--- src/rtl/bsed_pkg.sv ---
// Package with the types and constants of the backslash escape decoder.
package bsed_pkg;

  localparam logic [7:0] CharBackslash = 8'h5C;
  localparam logic [7:0] CharSpace     = 8'h20;
  localparam logic [7:0] CharNewline   = 8'h0A;
  localparam logic [7:0] CharEscape    = 8'h1B;
  localparam logic [7:0] CharBell      = 8'h07;
  localparam logic [7:0] CharBackspace = 8'h08;
  localparam logic [7:0] CharFormFeed  = 8'h0C;
  localparam logic [7:0] CharReturn    = 8'h0D;
  localparam logic [7:0] CharTab       = 8'h09;
  localparam logic [7:0] CharVertTab   = 8'h0B;

  localparam logic [1:0] OctDigitsMax = 2'd3;
  localparam logic [1:0] HexDigitsMax = 2'd2;

  localparam int unsigned MaxResults = 3;

  typedef enum logic [2:0] {
    MODE_TEXT = 3'd0,
    MODE_ESC  = 3'd1,
    MODE_OCT  = 3'd2,
    MODE_HEX  = 3'd3,
    MODE_HALT = 3'd4
  } mode_e;

  typedef enum logic {
    REG_ESCAPES_ENABLED  = 1'b0,
    REG_SUPPRESS_NEWLINE = 1'b1
  } reg_idx_e;

  typedef struct packed {
    logic [7:0] data_byte;
    logic       byte_present;
    logic       arg_end;
    logic       final_arg;
  } bsed_in_t;

  typedef struct packed {
    logic [7:0] out_byte;
    logic       run_last;
  } bsed_out_t;

  typedef struct packed {
    mode_e      mode;
    logic [8:0] accum;
    logic [1:0] count;
  } dec_state_t;

  typedef struct packed {
    logic [MaxResults-1:0][7:0] bytes;
    logic [1:0]                 num;
  } dec_result_t;

endpackage

--- src/rtl/bsed_decode.sv ---
// Combinational decode of one input word into next state and up to three output bytes.
module bsed_decode import bsed_pkg::*; (
  input  bsed_in_t    word_i,
  input  logic        escapes_enabled_i,
  input  logic        suppress_newline_i,
  input  dec_state_t  state_i,
  output dec_state_t  state_o,
  output dec_result_t result_o
);

  logic [7:0] b;
  logic       oct_digit;
  logic       hex_digit;
  logic [3:0] hex_val;

  assign b = word_i.data_byte;
  assign oct_digit = (b >= 8'h30) && (b <= 8'h37);

  always_comb begin
    hex_digit = 1'b1;
    hex_val   = 4'd0;
    if ((b >= 8'h30) && (b <= 8'h39)) begin
      hex_val = b[3:0];
    end else if (((b >= 8'h61) && (b <= 8'h66)) || ((b >= 8'h41) && (b <= 8'h46))) begin
      hex_val = b[3:0] + 4'd9;
    end else begin
      hex_digit = 1'b0;
    end
  end

  always_comb begin
    dec_state_t  st;
    dec_result_t res;
    logic        take_text;
    st        = state_i;
    res.bytes = '0;
    res.num   = 2'd0;
    take_text = 1'b0;

    if (word_i.byte_present) begin
      case (st.mode)
        MODE_ESC: begin
          st.mode  = MODE_TEXT;
          st.accum = 9'd0;
          st.count = 2'd0;
          case (b)
            8'h61: begin res.bytes[res.num] = CharBell;      res.num = res.num + 2'd1; end
            8'h62: begin res.bytes[res.num] = CharBackspace; res.num = res.num + 2'd1; end
            8'h63: st.mode = MODE_HALT;
            8'h65: begin res.bytes[res.num] = CharEscape;    res.num = res.num + 2'd1; end
            8'h66: begin res.bytes[res.num] = CharFormFeed;  res.num = res.num + 2'd1; end
            8'h6E: begin res.bytes[res.num] = CharNewline;   res.num = res.num + 2'd1; end
            8'h72: begin res.bytes[res.num] = CharReturn;    res.num = res.num + 2'd1; end
            8'h74: begin res.bytes[res.num] = CharTab;       res.num = res.num + 2'd1; end
            8'h76: begin res.bytes[res.num] = CharVertTab;   res.num = res.num + 2'd1; end
            CharBackslash: begin
              res.bytes[res.num] = CharBackslash;
              res.num = res.num + 2'd1;
            end
            8'h30: st.mode = MODE_OCT;
            8'h78: st.mode = MODE_HEX;
            default: begin
              res.bytes[res.num] = CharBackslash;
              res.num = res.num + 2'd1;
              res.bytes[res.num] = b;
              res.num = res.num + 2'd1;
            end
          endcase
        end
        MODE_OCT, MODE_HEX: begin
          if ((st.mode == MODE_OCT) ? oct_digit : hex_digit) begin
            if (st.mode == MODE_OCT) begin
              st.accum = {st.accum[5:0], b[2:0]};
            end else begin
              st.accum = {st.accum[4:0], hex_val};
            end
            st.count = st.count + 2'd1;
            if (st.count >= ((st.mode == MODE_OCT) ? OctDigitsMax : HexDigitsMax)) begin
              res.bytes[res.num] = st.accum[7:0];
              res.num  = res.num + 2'd1;
              st.accum = 9'd0;
              st.count = 2'd0;
              st.mode  = MODE_TEXT;
            end
          end else begin
            res.bytes[res.num] = st.accum[7:0];
            res.num   = res.num + 2'd1;
            st.accum  = 9'd0;
            st.count  = 2'd0;
            st.mode   = MODE_TEXT;
            take_text = 1'b1;
          end
        end
        MODE_HALT: begin
          st.mode = MODE_HALT;
        end
        default: begin
          st.mode   = MODE_TEXT;
          take_text = 1'b1;
        end
      endcase

      if (take_text) begin
        if ((b == CharBackslash) && escapes_enabled_i) begin
          st.mode = MODE_ESC;
        end else begin
          res.bytes[res.num] = b;
          res.num = res.num + 2'd1;
        end
      end
    end

    if (word_i.arg_end) begin
      if (st.mode == MODE_HALT) begin
        if (word_i.final_arg) begin
          st.mode = MODE_TEXT;
        end
      end else begin
        if (st.mode == MODE_ESC) begin
          res.bytes[res.num] = CharBackslash;
          res.num = res.num + 2'd1;
        end else if ((st.mode == MODE_OCT) || (st.mode == MODE_HEX)) begin
          res.bytes[res.num] = st.accum[7:0];
          res.num = res.num + 2'd1;
        end
        st.mode  = MODE_TEXT;
        st.accum = 9'd0;
        st.count = 2'd0;
        if (!word_i.final_arg) begin
          res.bytes[res.num] = CharSpace;
          res.num = res.num + 2'd1;
        end else if (!suppress_newline_i) begin
          res.bytes[res.num] = CharNewline;
          res.num = res.num + 2'd1;
        end
      end
    end

    state_o  = st;
    result_o = res;
  end

endmodule
--- config.mk ---
export PLATFORM = sky130hd
export DESIGN_NAME = bsed_decode
export DESIGN_NICKNAME = d
export VERILOG_FILES = /design/src/rtl/bsed_pkg.sv /design/src/rtl/bsed_decode.sv
export SDC_FILE = /design/constraint.sdc
export NUM_CORES = 1
export LEC_CHECK = 0
export BUFFER_PORTS_ARGS = -buffer_cell sky130_fd_sc_hd__buf_2
export CORE_MARGIN = 5
export CORE_UTILIZATION = 50
export DETAILED_ROUTE_END_ITERATION = 6
export PLACE_DENSITY = 0.93
export SYNTH_ARGS = -nofsm -noshare
export SYNTH_HDL_FRONTEND = slang
export SYNTH_SLANG_ARGS = --single-unit
export TNS_END_PERCENT = 30
--- constraint.sdc ---
create_clock -name vclk -period 4.3
set_input_delay 0.215 -clock vclk [all_inputs]
set_output_delay 0.215 -clock vclk [all_outputs]
set_load 0.02 [all_outputs]
# ---- After elaboration in Yosys (flattened, before gate mapping)
# Index checks and enable logic that the tools add are counted.
dict set report word_totals {
  reg_bits 0
  input_bits 27
  out_inout_bits 40
  word_cells 111
}
dict set report classes {
  addsub 5
  order_cmp 14
  eq_ne 20
  mux 49
  bitwise_logic 9
  n_reduce_logical 14
}
# operator count
set op_table {}
lappend op_table {{2-to-1 mux 26 bit} 11}
lappend op_table {{one-hot mux 9 bit (10 select lines)} 1}
lappend op_table {{== test 8 x 7 -> 1 bit (second input constant)} 11}
lappend op_table {{2-to-1 mux 14 bit} 4}
lappend op_table {{bitwise mux 24 bit} 2}
lappend op_table {{demux 8 bit (select 2 bit)} 3}
lappend op_table {{2-to-1 mux 8 bit} 6}
lappend op_table {{2-to-1 mux 10 bit} 3}
lappend op_table {{one-hot mux 11 bit (2 select lines)} 1}
lappend op_table {{AND 21 bit} 1}
lappend op_table {{NOT 21 bit} 1}
lappend op_table {{one-hot mux 10 bit (2 select lines)} 1}
lappend op_table {{AND 18 bit} 1}
lappend op_table {{NOT 18 bit} 1}
lappend op_table {{one-hot mux 3 bit (3 select lines)} 2}
lappend op_table {{>= comparator 8 x 7 -> 1 bit (second input constant)} 2}
lappend op_table {{<= comparator 8 x 6 -> 1 bit (second input constant)} 2}
lappend op_table {{<= comparator 8 x 7 -> 1 bit (second input constant)} 2}
lappend op_table {{AND 12 bit} 1}
lappend op_table {{== test 3 x 2 -> 1 bit (second input constant)} 4}
lappend op_table {{2-to-1 mux 3 bit} 4}
lappend op_table {{NOT 12 bit} 1}
lappend op_table {{OR 12 bit} 1}
lappend op_table {{OR reduction 12 bit} 1}
lappend op_table {{other kinds (20)} 44}

# ---- Depth between registers and ports, before layout
# Gate-level depths: netlist (run 1).
dict set report depth {
  ltp_word 37
  mapped_depth 20
  ltp_nobuf 18
}

# ---- Worst setup path before layout (run 1)
# OpenSTA, ideal clock, no wires.
dict set report synth_path {
  kind {input -> output}
  start {input port state_i[12] (netlist name)}
  end {output port result_o[2] (netlist name)}
  t_arrival_ns 4.268
  required_time_ns 4.085
  path_slack_ns -0.183
  stages 19
  path_buffers 2
  cell_sequence {buf_6 > or3b_2 > buf_2 > inv_1 > ha_1 > nand2b_1 > nand2_1 > o211ai_1 > a22oi_1 > ha_1 > nor3_1 > o21ai_2 > ha_1 > a21oi_1 > ha_1 > nor2b_1 > nand2_1 > o311ai_0 > o31ai_1}
}
# element line_no
set synth_lines {}
lappend synth_lines {{start, declared} bsed_decode.sv:6} ;# input dec_state_t state_i,
lappend synth_lines {{end, declared} bsed_decode.sv:8} ;# output dec_result_t result_o

==> metrics.csv, run 1 <==
stage,metric,value,unit
detailed_routing,drcViolationCount,0,
critical_path,arrival,4000,ps
cells_and_area,nFlopsAndLatches,0,
cells_and_area,layout-drive-gt1-share,29.4,%
detailed_routing,dr.pass1.iters,5,
critical_path,path_class,input pin to output pin,
pwr,p_per_area,127,mW/mm2
sta,hold_ws,799,ps
detailed_routing,viasPerCell,6.96,
critical_path,end_kind,output pin,
cells_and_area,post-route-util,64.1,%
synthesis,netlist_area,0.00225,mm2
global_route,grt_max_degree,22,
global_route,grt_usage,30.2,%
synthesis,netlist_instances,358,
critical_path,crit_fanout,5,
critical_path,crit_required,4090,ps
placed_design,place.gp.congestion,1.00,
sta,timing.setup.tns,0,ps
floorplanning,row_count,24,
critical_path,path_cells,buf_2 -> or3b_2 -> inv_1 -> ha_1 -> nand2b_1 -> nand2_1 -> o211ai_1 -> a22oi_2 -> ha_1 -> nor3_1 -> o21ai_2 -> ha_1 -> a21oi_2 -> ha_2 -> nor2b_2 -> nand2_1 -> o311ai_1 -> o31ai_2 -> buf_2,
synthesis,synth_nets,399,
cells_and_area,nFillCells,408,
flow_run,maxCapViolations,0,
detailed_routing,drtIter0Drc,615,
cells_and_area,fin_area,0.00279,mm2
global_route,grt_pass1_vias,3115,
clock_tree,cts.hold.buffers_added,0,
hold_path,holdPathEnd,state_o[10],
floorplanning,start_util,51.6,%
critical_path,crit_path_start_kind,input pin,
sta,hold_viol,0,
cells_and_area,diodes,0,
hold_path,hold_depth,4,
floorplanning,die-area,0.00594,mm2
cells_and_area,nets,471,
placed_design,placed_cell_area,0.00275,mm2
placed_design,portBuffers,67,
cells_and_area,clkbuf_count,0,
cells_and_area,area_growth,24.3,%
critical_path,critPathMostFrequentCell,ha_1,
sta,slew_violations,0,
global_route,overflow,0,
detailed_routing,routed_wl,9460,um
global_route,grt_pass1_wl,15300,um
synthesis,synth.avg_cell_area,6.28,um2
floorplanning,coreArea,0.00435,mm2
detailed_routing,wl_per_cell,19.7,um
pwr,p_leak,0.00127,uW
sta,fin_crit,4210,ps
sta,max_freq,237,MHz
pwr,vdd_drop_max,0.0000709,V
hold_path,min_path_type,input pin to output pin,
critical_path,max_stage_delay,480,ps
run_status,outcome,finished clean,
sta,setup_viol,0,
detailed_routing,ant_nets,0,
floorplanning,die_h,77.0,um
floorplanning,fp.dieW,77.0,um
sta,worst_pin_slew,718,ps
cells_and_area,seq_area,0,um2
sta,maxSlewHeadroom,51.7,%
sta,finalCritPeriodShare,98.0,%
hold_path,hp-start,state_i[10],
critical_path,cp_top_family,simple AND/OR/NAND/NOR gates,
global_route,antenna_found_initial,0,
sta,rsz0062_at_grt,true,
placed_design,dp_hpwl,7340,um
synthesis,yosysWarnings,0,
floorplanning,io_pins,67,
synthesis,ys_seq_area_share,0,%
critical_path,cp_slowest_cell,or3b_2,
critical_path,crit_buf_inv,3,
detailed_routing,route.vias.total,3339,
synthesis,synth_cell_types,74,
## worst max path at each step
stage	to	slack, ps	startpoint	cells past startpoint
floorplan	result_o[5]	-70	state_i[12]	18
global placement	result_o[2]	140	state_i[13]	19
detailed placement	result_o[5]	20	state_i[13]	18
CTS	result_o[5]	4	state_i[13]	18
global route	result_o[2]	-70	state_i[13]	19
finish	result_o[2]	90	state_i[13]	19
## per-stage QoR
step	power, uW	cells	setup slack [ps]
finish	356	480	87.0
global route	382	480	-73.0
CTS	339	480	3.79
floorplan	224	358	-69.8
global placement	333	480	138
detailed placement	338	480	15.8
## logic make-up after synthesis
group | share of synthesized area, %
and+or+nand+nor | 37.8
AOI/OAI and AO/OA | 41.1
buffers and inverters | 7.40
adders and majority gates | 7.80
xor gates and xnor gates | 2.73
muxes | 3.23
## what timing repair did
action / in CTS / in global routing
setup endpoints to repair: 0 / 10
gates resized for setup: 0 / 14
buffers inserted: 0 / 0
## layout by cell type, fill, tap and decap left out, types with 4 or more instances in the layout
master / synthesis / final
a21oi_1: 31 / 29
a22oi_1: 11 / 10
a31oi_1: 7 / 6
a32oi_1: 7 / 7
and2_1: 10 / 10
and3_1: 4 / 4
buf_2: 7 / 67
buf_4: 0 / 27
ha_1: 14 / 12
inv_1: 14 / 14
mux2i_1: 5 / 5
nand2_1: 48 / 48
nand2b_1: 6 / 6
nand3_1: 11 / 11
nand4_1: 6 / 6
nor2_1: 28 / 26
nor3_1: 11 / 11
o21ai_0: 27 / 26
o21ai_2: 3 / 4
o31ai_1: 7 / 6
xor2_1: 4 / 4
## area by class of cell
| type | instances | area (um2) | share of cell area (%) |
|---|---|---|---|
| Timing Repair Buffer | 94 | 538 | 19.3 |
| Tap cell | 52 | 65.1 | 2.33 |
| Inverter | 14 | 52.6 | 1.88 |
| Multi-Input combinational cell | 320 | 2140 | 76.5 |
## routing by layer
metal	vias up	share of wire [%]	track usage, %	wire, um
li1	1508	-	-	-
met1	1517	39	40.1	3650
met2	266	44	49.4	4170
met3	48	13	3.16	1200
met4	0	4.7	12.4	445
met5	-	0	0	0
## power by group
group,internal [uW],leakage [uW],switching (uW)
combinational,127,0.00127,229
sequential,0,0,0
clock,0,0,0
## cell usage after synthesis, drive strengths merged (2+ instances only)
cell type | instances | area, um2
a31oi | 7 | 43.8
o32ai | 2 | 17.5
mux2 | 2 | 22.5
nor4 | 2 | 12.5
a32o | 2 | 20.0
nand2b | 6 | 37.5
clkbuf | 12 | 45.0
nor2b | 5 | 31.3
buf | 12 | 68.8
nand2 | 48 | 180
ha | 14 | 175
a221oi | 3 | 32.5
or3 | 3 | 18.8
nand4b | 3 | 26.3
o2111ai | 2 | 35.0
or3b | 2 | 17.5
o22ai | 3 | 18.8
and3 | 4 | 25.0
a21boi | 2 | 15.0
nand4 | 6 | 37.5
nor2 | 30 | 123
xor2 | 4 | 35.0
o21a | 2 | 15.0
nand3 | 11 | 55.1
nor3b | 4 | 46.3
nor3 | 12 | 71.3
o211ai | 3 | 22.5
and2 | 11 | 68.8
a32oi | 7 | 61.3
o31ai | 7 | 52.6
or2 | 2 | 12.5
o21ai | 31 | 166
inv | 14 | 52.6
a211oi | 4 | 35.0
a21oi | 32 | 164
a22oi | 11 | 82.6
a221o | 2 | 20.0
and3b | 2 | 17.5
a21o | 3 | 22.5
mux2i | 5 | 50.1
xnor2 | 3 | 26.3
nand3b | 2 | 15.0
## worst min-delay path, delay by kind of cell
| kind | cells | cell delay [ps] |
|---|---|---|
| buffers and inverters | 2 | 250 |
| AND/OR/NAND/NOR | 1 | 70 |
| AO/OA/AOI/OAI | 1 | 50 |
Note: power is estimated with default switching activity, not from simulation.
==> inputs of run 2 (changes only) <==
--- a/config.mk
+++ b/config.mk
@@ -7,9 +7,9 @@
 export LEC_CHECK = 0
 export BUFFER_PORTS_ARGS = -buffer_cell sky130_fd_sc_hd__buf_2
 export CORE_MARGIN = 5
-export CORE_UTILIZATION = 50
+export CORE_UTILIZATION = 60
 export DETAILED_ROUTE_END_ITERATION = 6
-export PLACE_DENSITY = 0.93
+export PLACE_DENSITY = 0.95
 export SYNTH_ARGS = -nofsm -noshare
 export SYNTH_HDL_FRONTEND = slang
 export SYNTH_SLANG_ARGS = --single-unit
==> constraint.sdc (replaced) <==
create_clock -name vclk -period 5.47
set_input_delay 0.2735 -clock vclk [all_inputs]
set_output_delay 0.2735 -clock vclk [all_outputs]
set_load 0.02 [all_outputs]
==> metrics.csv, run 2 (synthesized netlist as in run 1, its figures left out) <==
stage,metric,value,unit,change
global_route,grt_pass1_wl,13000,um,-15%
global_route,overflow,0,,unchanged
sta,finalCritPeriodShare,95.1,%,
critical_path,path_class,input pin to output pin,,
detailed_routing,drcViolationCount,0,,unchanged
sta,rsz0062_at_grt,false,,
cells_and_area,layout-drive-gt1-share,21.4,%,-8.0 points
floorplanning,die_h,71.2,um,-7.6%
floorplanning,fp.dieW,71.2,um,-7.6%
sta,worst_pin_slew,1210,ps,+493 ps
cells_and_area,clkbuf_count,0,,unchanged
sta,hold_viol,0,,unchanged
cells_and_area,fin_area,0.00254,mm2,-9.2%
clock_tree,post_cts_buffers,0,,unchanged
critical_path,crit_fanout,13,,+8
clock_tree,ctsResizeCount,0,,unchanged
placed_design,portBuffers,67,,unchanged
cells_and_area,nFlopsAndLatches,0,,unchanged
sta,max_freq,192,MHz,
pwr,p_leak,0.00114,uW,-11%
global_route,grt_pass1_vias,2703,,-13%
critical_path,arrival,4930,ps,+930 ps
sta,setup_viol,0,,unchanged
floorplanning,die-area,0.00507,mm2,-15%
sta,maxSlewHeadroom,19.0,%,-33 points
cells_and_area,mostFrequentLayoutCells,"buf_2, nand2_1, a21oi_1, nor2_1, o21ai_0",,
floorplanning,row_count,22,,-8.3%
flow_run,maxCapViolations,0,,unchanged
floorplanning,start_util,61.8,%,+10 points
critical_path,crit_required,5200,ps,+1110 ps
pwr,vdd_drop_max,0.0000544,V,-23%
cells_and_area,final_common_cell,buf_2,,
cells_and_area,nets,445,,-5.5%
placed_design,place.gp.congestion,1.02,,+1.8%
placed_design,dp_hpwl,6600,um,-10%
placed_design,placed_cell_area,0.00254,mm2,-7.8%
pwr,p_per_area,99.8,mW/mm2,-22%
global_route,antenna_found_initial,0,,unchanged
global_route,grt_usage,30.9,%,+0.66 points
critical_path,crit_path_start_kind,input pin,,
run_status,outcome,finished clean,,
critical_path,end_kind,output pin,,
cells_and_area,diodes,0,,unchanged
sta,slew_violations,0,,unchanged
clock_tree,cts.hold.buffers_added,0,,unchanged
detailed_routing,wl_per_cell,19.0,um,-3.6%
global_route,grt_max_degree,22,,unchanged
sta,timing.setup.tns,0,ps,unchanged
hold_path,min_path_type,input pin to output pin,,
detailed_routing,ant_nets,0,,unchanged
detailed_routing,routed_wl,8550,um,-9.6%
sta,fin_crit,5200,ps,
detailed_routing,viasPerCell,6.98,,+0.34%
cells_and_area,area_growth,12.9,%,
floorplanning,io_pins,67,,unchanged
floorplanning,coreArea,0.00363,mm2,-17%
cells_and_area,seq_area,0,um2,unchanged
detailed_routing,drtIter0Drc,603,,-2.0%
detailed_routing,route.vias.total,3141,,-5.9%
detailed_routing,dr.pass1.iters,6,,+1
[run 2: cell types whose count changed in the layout (fill, tap and decap cells not counted), moves of 2 or more]
cell	before	now
ha_1	12	14
nor2b_1	3	5
nor2_1	26	28
a21oi_2	3	1
a21oi_1	29	31
ha_2	2	0
nor2_2	3	1
buf_4	27	1
[run 2: metal layers]
layer / vias to the layer above / part of all wire, % / track usage (%)
met5: - / 0 / 0
met3: 31 / 13 / 4.97
li1: 1449 / - / -
met2: 257 / 44 / 47.8
met4: 0 / 3.0 / 12.5
met1: 1404 / 39 / 42.2
[run 2: final timing paths]
kind / start / endpoint / slack, ps / depth (start not counted)
setup / recovery: state_i[13] / result_o[2] / 270 / 19
hold / removal: state_i[10] / state_o[10] / 900 / 4
[run 2: per-stage QoR]
stage	setup WS [ps]	hold WS (ps)	util [%]	std cells	total power, uW
2_1_floorplan	870	722	-	358	175
3_3_place_gp	553	898	69.8	450	242
3_5_place_dp	434	906	69.8	450	244
4_1_cts	428	908	69.8	450	245
5_1_grt	77.0	969	69.8	450	270
6_report	267	904	69.8	450	253
[run 2: worst max-delay path: stages]
cell	delay (ps)
buf_2	180
or3b_2	620
inv_1	210
ha_1	260
nand2b_1	150
nand2_1	210
o211ai_1	200
a22oi_1	380
ha_1	300
nor3_1	230
o21ai_2	100
ha_1	290
a21oi_1	120
ha_1	310
nor2b_1	180
nand2_1	130
o311ai_0	150
o31ai_1	390
buf_2	250
[run 2: power by group]
group | switching (uW) | total [uW] | leakage [uW] | internal, uW
clock | 0 | 0 | 0 | 0
sequential | 0 | 0 | 0 | 0
combinational | 170 | 253 | 0.00114 | 82.7
total | 170 | 253 | 0.00114 | 82.7
[run 2: cell type report]
type	instances	area [um2]
Fill cell	355	1100
Inverter	14	52.6
Multi-Input combinational cell	320	2080
Tap cell	48	60.1
Timing Repair Buffer	68	343
==> inputs of run 3 (changes only) <==
--- a/config.mk
+++ b/config.mk
@@ -9,7 +9,9 @@
 export CORE_MARGIN = 5
 export CORE_UTILIZATION = 60
 export DETAILED_ROUTE_END_ITERATION = 6
+export GPL_TIMING_DRIVEN = 0
 export PLACE_DENSITY = 0.95
+export SKIP_LAST_GASP = 1
 export SYNTH_ARGS = -nofsm -noshare
 export SYNTH_HDL_FRONTEND = slang
 export SYNTH_SLANG_ARGS = --single-unit
==> metrics.csv, run 3 (synthesized netlist as in run 1, its figures left out) <==
stage,metric,value,unit,change
critical_path,crit_path_start_kind,input pin,,
pwr,intPower,88.2,uW,+6.6%
pwr,p_total,263,uW,+3.8%
sta,fin_crit,5210,ps,+3.39 ps
global_route,antenna_found_initial,0,,unchanged
sta,slew_violations,0,,unchanged
critical_path,critPathMostFrequentCell,ha_1,,
detailed_routing,ant_nets,0,,unchanged
detailed_routing,drtIter0Drc,430,,-29%
floorplanning,coreArea,0.00363,mm2,unchanged
global_route,overflow,0,,unchanged
placed_design,place.gp.congestion,1.01,,-1.1%
cells_and_area,area_growth,17.3,%,
sta,finalCritPeriodShare,95.2,%,about the same
sta,worst_pin_slew,1230,ps,+21.1 ps
sta,timing.setup.tns,0,ps,unchanged
pwr,p_switching,175,uW,+2.4%
cells_and_area,final_common_cell,buf_2,,
cells_and_area,multi_input_area,0.00209,mm2,+0.36%
sta,maxSlewHeadroom,17.2,%,-1.8 points
detailed_routing,wl_per_cell,19.0,um,about the same
cells_and_area,clkbuf_count,0,,unchanged
global_route,grt_pass1_vias,2825,,+4.5%
pwr,p_leak,0.00118,uW,+3.2%
critical_path,crit_buf_inv,5,,+2
critical_path,end_kind,output pin,,
critical_path,path_depth,21,,+2
run_status,outcome,finished clean,,
critical_path,crit_end,result_o[21],,
critical_path,arrival,4930,ps,about the same
cells_and_area,nets,465,,+4.5%
sta,hold_viol,0,,unchanged
critical_path,crit_required,5200,ps,about the same
cells_and_area,layout-drive-gt1-share,22.0,%,+0.64 points
sta,rsz0062_at_grt,false,,
detailed_routing,route.vias.total,3289,,+4.7%
critical_path,max_stage_delay,470,ps,-150 ps
clock_tree,ctsResizeCount,0,,unchanged
critical_path,path_class,input pin to output pin,,
critical_path,cp_slowest_cell,or3b_2,,
floorplanning,fp.dieW,71.2,um,unchanged
floorplanning,io_pins,67,,unchanged
pwr,switching_share,66.4,%,-0.88 points
cells_and_area,diodes,0,,unchanged
critical_path,cp-startpoint,state_i[13],,
detailed_routing,dr.pass1.iters,7,,+1
floorplanning,die_h,71.2,um,unchanged
flow_run,maxCapViolations,0,,unchanged
pwr,p_per_area,99.7,mW/mm2,about the same
placed_design,dp_hpwl,6900,um,+4.4%
floorplanning,die-area,0.00507,mm2,unchanged
pwr,pwr-share-comb,100.0,%,about the same
hold_path,min_path_type,input pin to output pin,,
cells_and_area,nFlopsAndLatches,0,,unchanged
global_route,grt_pass1_wl,13800,um,+6.0%
pwr,p_seq_share,0,%,unchanged
sta,setup_viol,0,,unchanged
global_route,grt_max_degree,11,,-50%
detailed_routing,viasPerCell,7.00,,+0.26%
pwr,vdd_drop_max,0.0000507,V,-6.8%
critical_path,crit_fanout,10,,-3
cells_and_area,nFillCells,359,,+1.1%
clock_tree,cts.hold.buffers_added,0,,unchanged
placed_design,portBuffers,64,,-4.5%
pwr,power_frac_clock,0,%,unchanged
detailed_routing,drcViolationCount,0,,unchanged
sta,max_freq,192,MHz,about the same
cells_and_area,seq_area,0,um2,unchanged
floorplanning,start_util,61.8,%,unchanged
floorplanning,row_count,22,,unchanged
critical_path,path_cells,buf_2 -> or3b_2 -> buf_2 -> inv_1 -> ha_1 -> nand2b_1 -> nand2_1 -> o211ai_1 -> a22oi_2 -> ha_1 -> nor3_1 -> o21ai_2 -> ha_1 -> a21oi_1 -> inv_1 -> ha_1 -> nor2b_1 -> nor2_1 -> a31oi_1 -> a31oi_1 -> buf_2,,
detailed_routing,routed_wl,8920,um,+4.4%
critical_path,cp_top_family,simple AND/OR/NAND/NOR gates,,
cells_and_area,mostFrequentLayoutCells,"buf_2, nand2_1, a21oi_1, nor2_1, o21ai_0",,
clock_tree,post_cts_buffers,0,,unchanged
global_route,grt_usage,32.9,%,+2.0 points
-- run 3: cell types whose count changed in the layout (fill, tap and decap cells not counted), sizes merged --
cell and change:
clkbuf +12, buf +8
-- run 3: how the worst min path moves through the flow --
stage               slack (ps)  depth (start not counted)               start     endpoint
detailed placement         900                          4         state_i[10]  state_o[10]
finish                     910                          4         state_i[10]  state_o[10]
CTS                        910                          4         state_i[10]  state_o[10]
global placement           900                          4         state_i[10]  state_o[10]
global route               950                          3  suppress_newline_i  result_o[1]
floorplan                  720                          1  suppress_newline_i  result_o[1]
-- run 3: cell type report --
class                           count  share of cell area, %
Buffer                             24                   4.32
Inverter                           14                   1.99
Multi-Input combinational cell    320                   79.2
Tap cell                           48                   2.28
Timing Repair Buffer               64                   12.2
-- run 3: tightest hold or removal path, delay by kind of cell --
family	cells	cell delay (ps)
AND/OR/NAND/NOR	1	70
buffers and inverters	2	230
AO/OA/AOI/OAI	1	50
-- run 3: power groups by stage --
stage	Sequential, uW	Clock [uW]	Combinational (uW)
global route	0	0	281
global placement	0	0	249
CTS	0	0	253
finish	0	0	263
floorplan	0	0	175
detailed placement	0	0	252
-- run 3: metrics by stage --
step                      std cells  hold WS [ps]  instance area (um2)  util [%]  worst slack (ps)
final                           470           906                 2640      72.5               263
after global routing            470           951                 2640      72.5              38.9
after CTS                       470           907                 2630      72.3               216
after detailed placement        470           901                 2630      72.3               219
after global placement          470           899                 2630      72.3               285
after floorplan                 358           722                 2250         -               870
-- run 3: metal layers --
metal / up-vias / track usage (%) / wire (um)
li1: 1488 / - / -
met1: 1467 / 47.5 / 3560
met2: 298 / 49.2 / 3760
met3: 36 / 4.83 / 1270
met4: 0 / 11.1 / 328
met5: - / 0 / 0
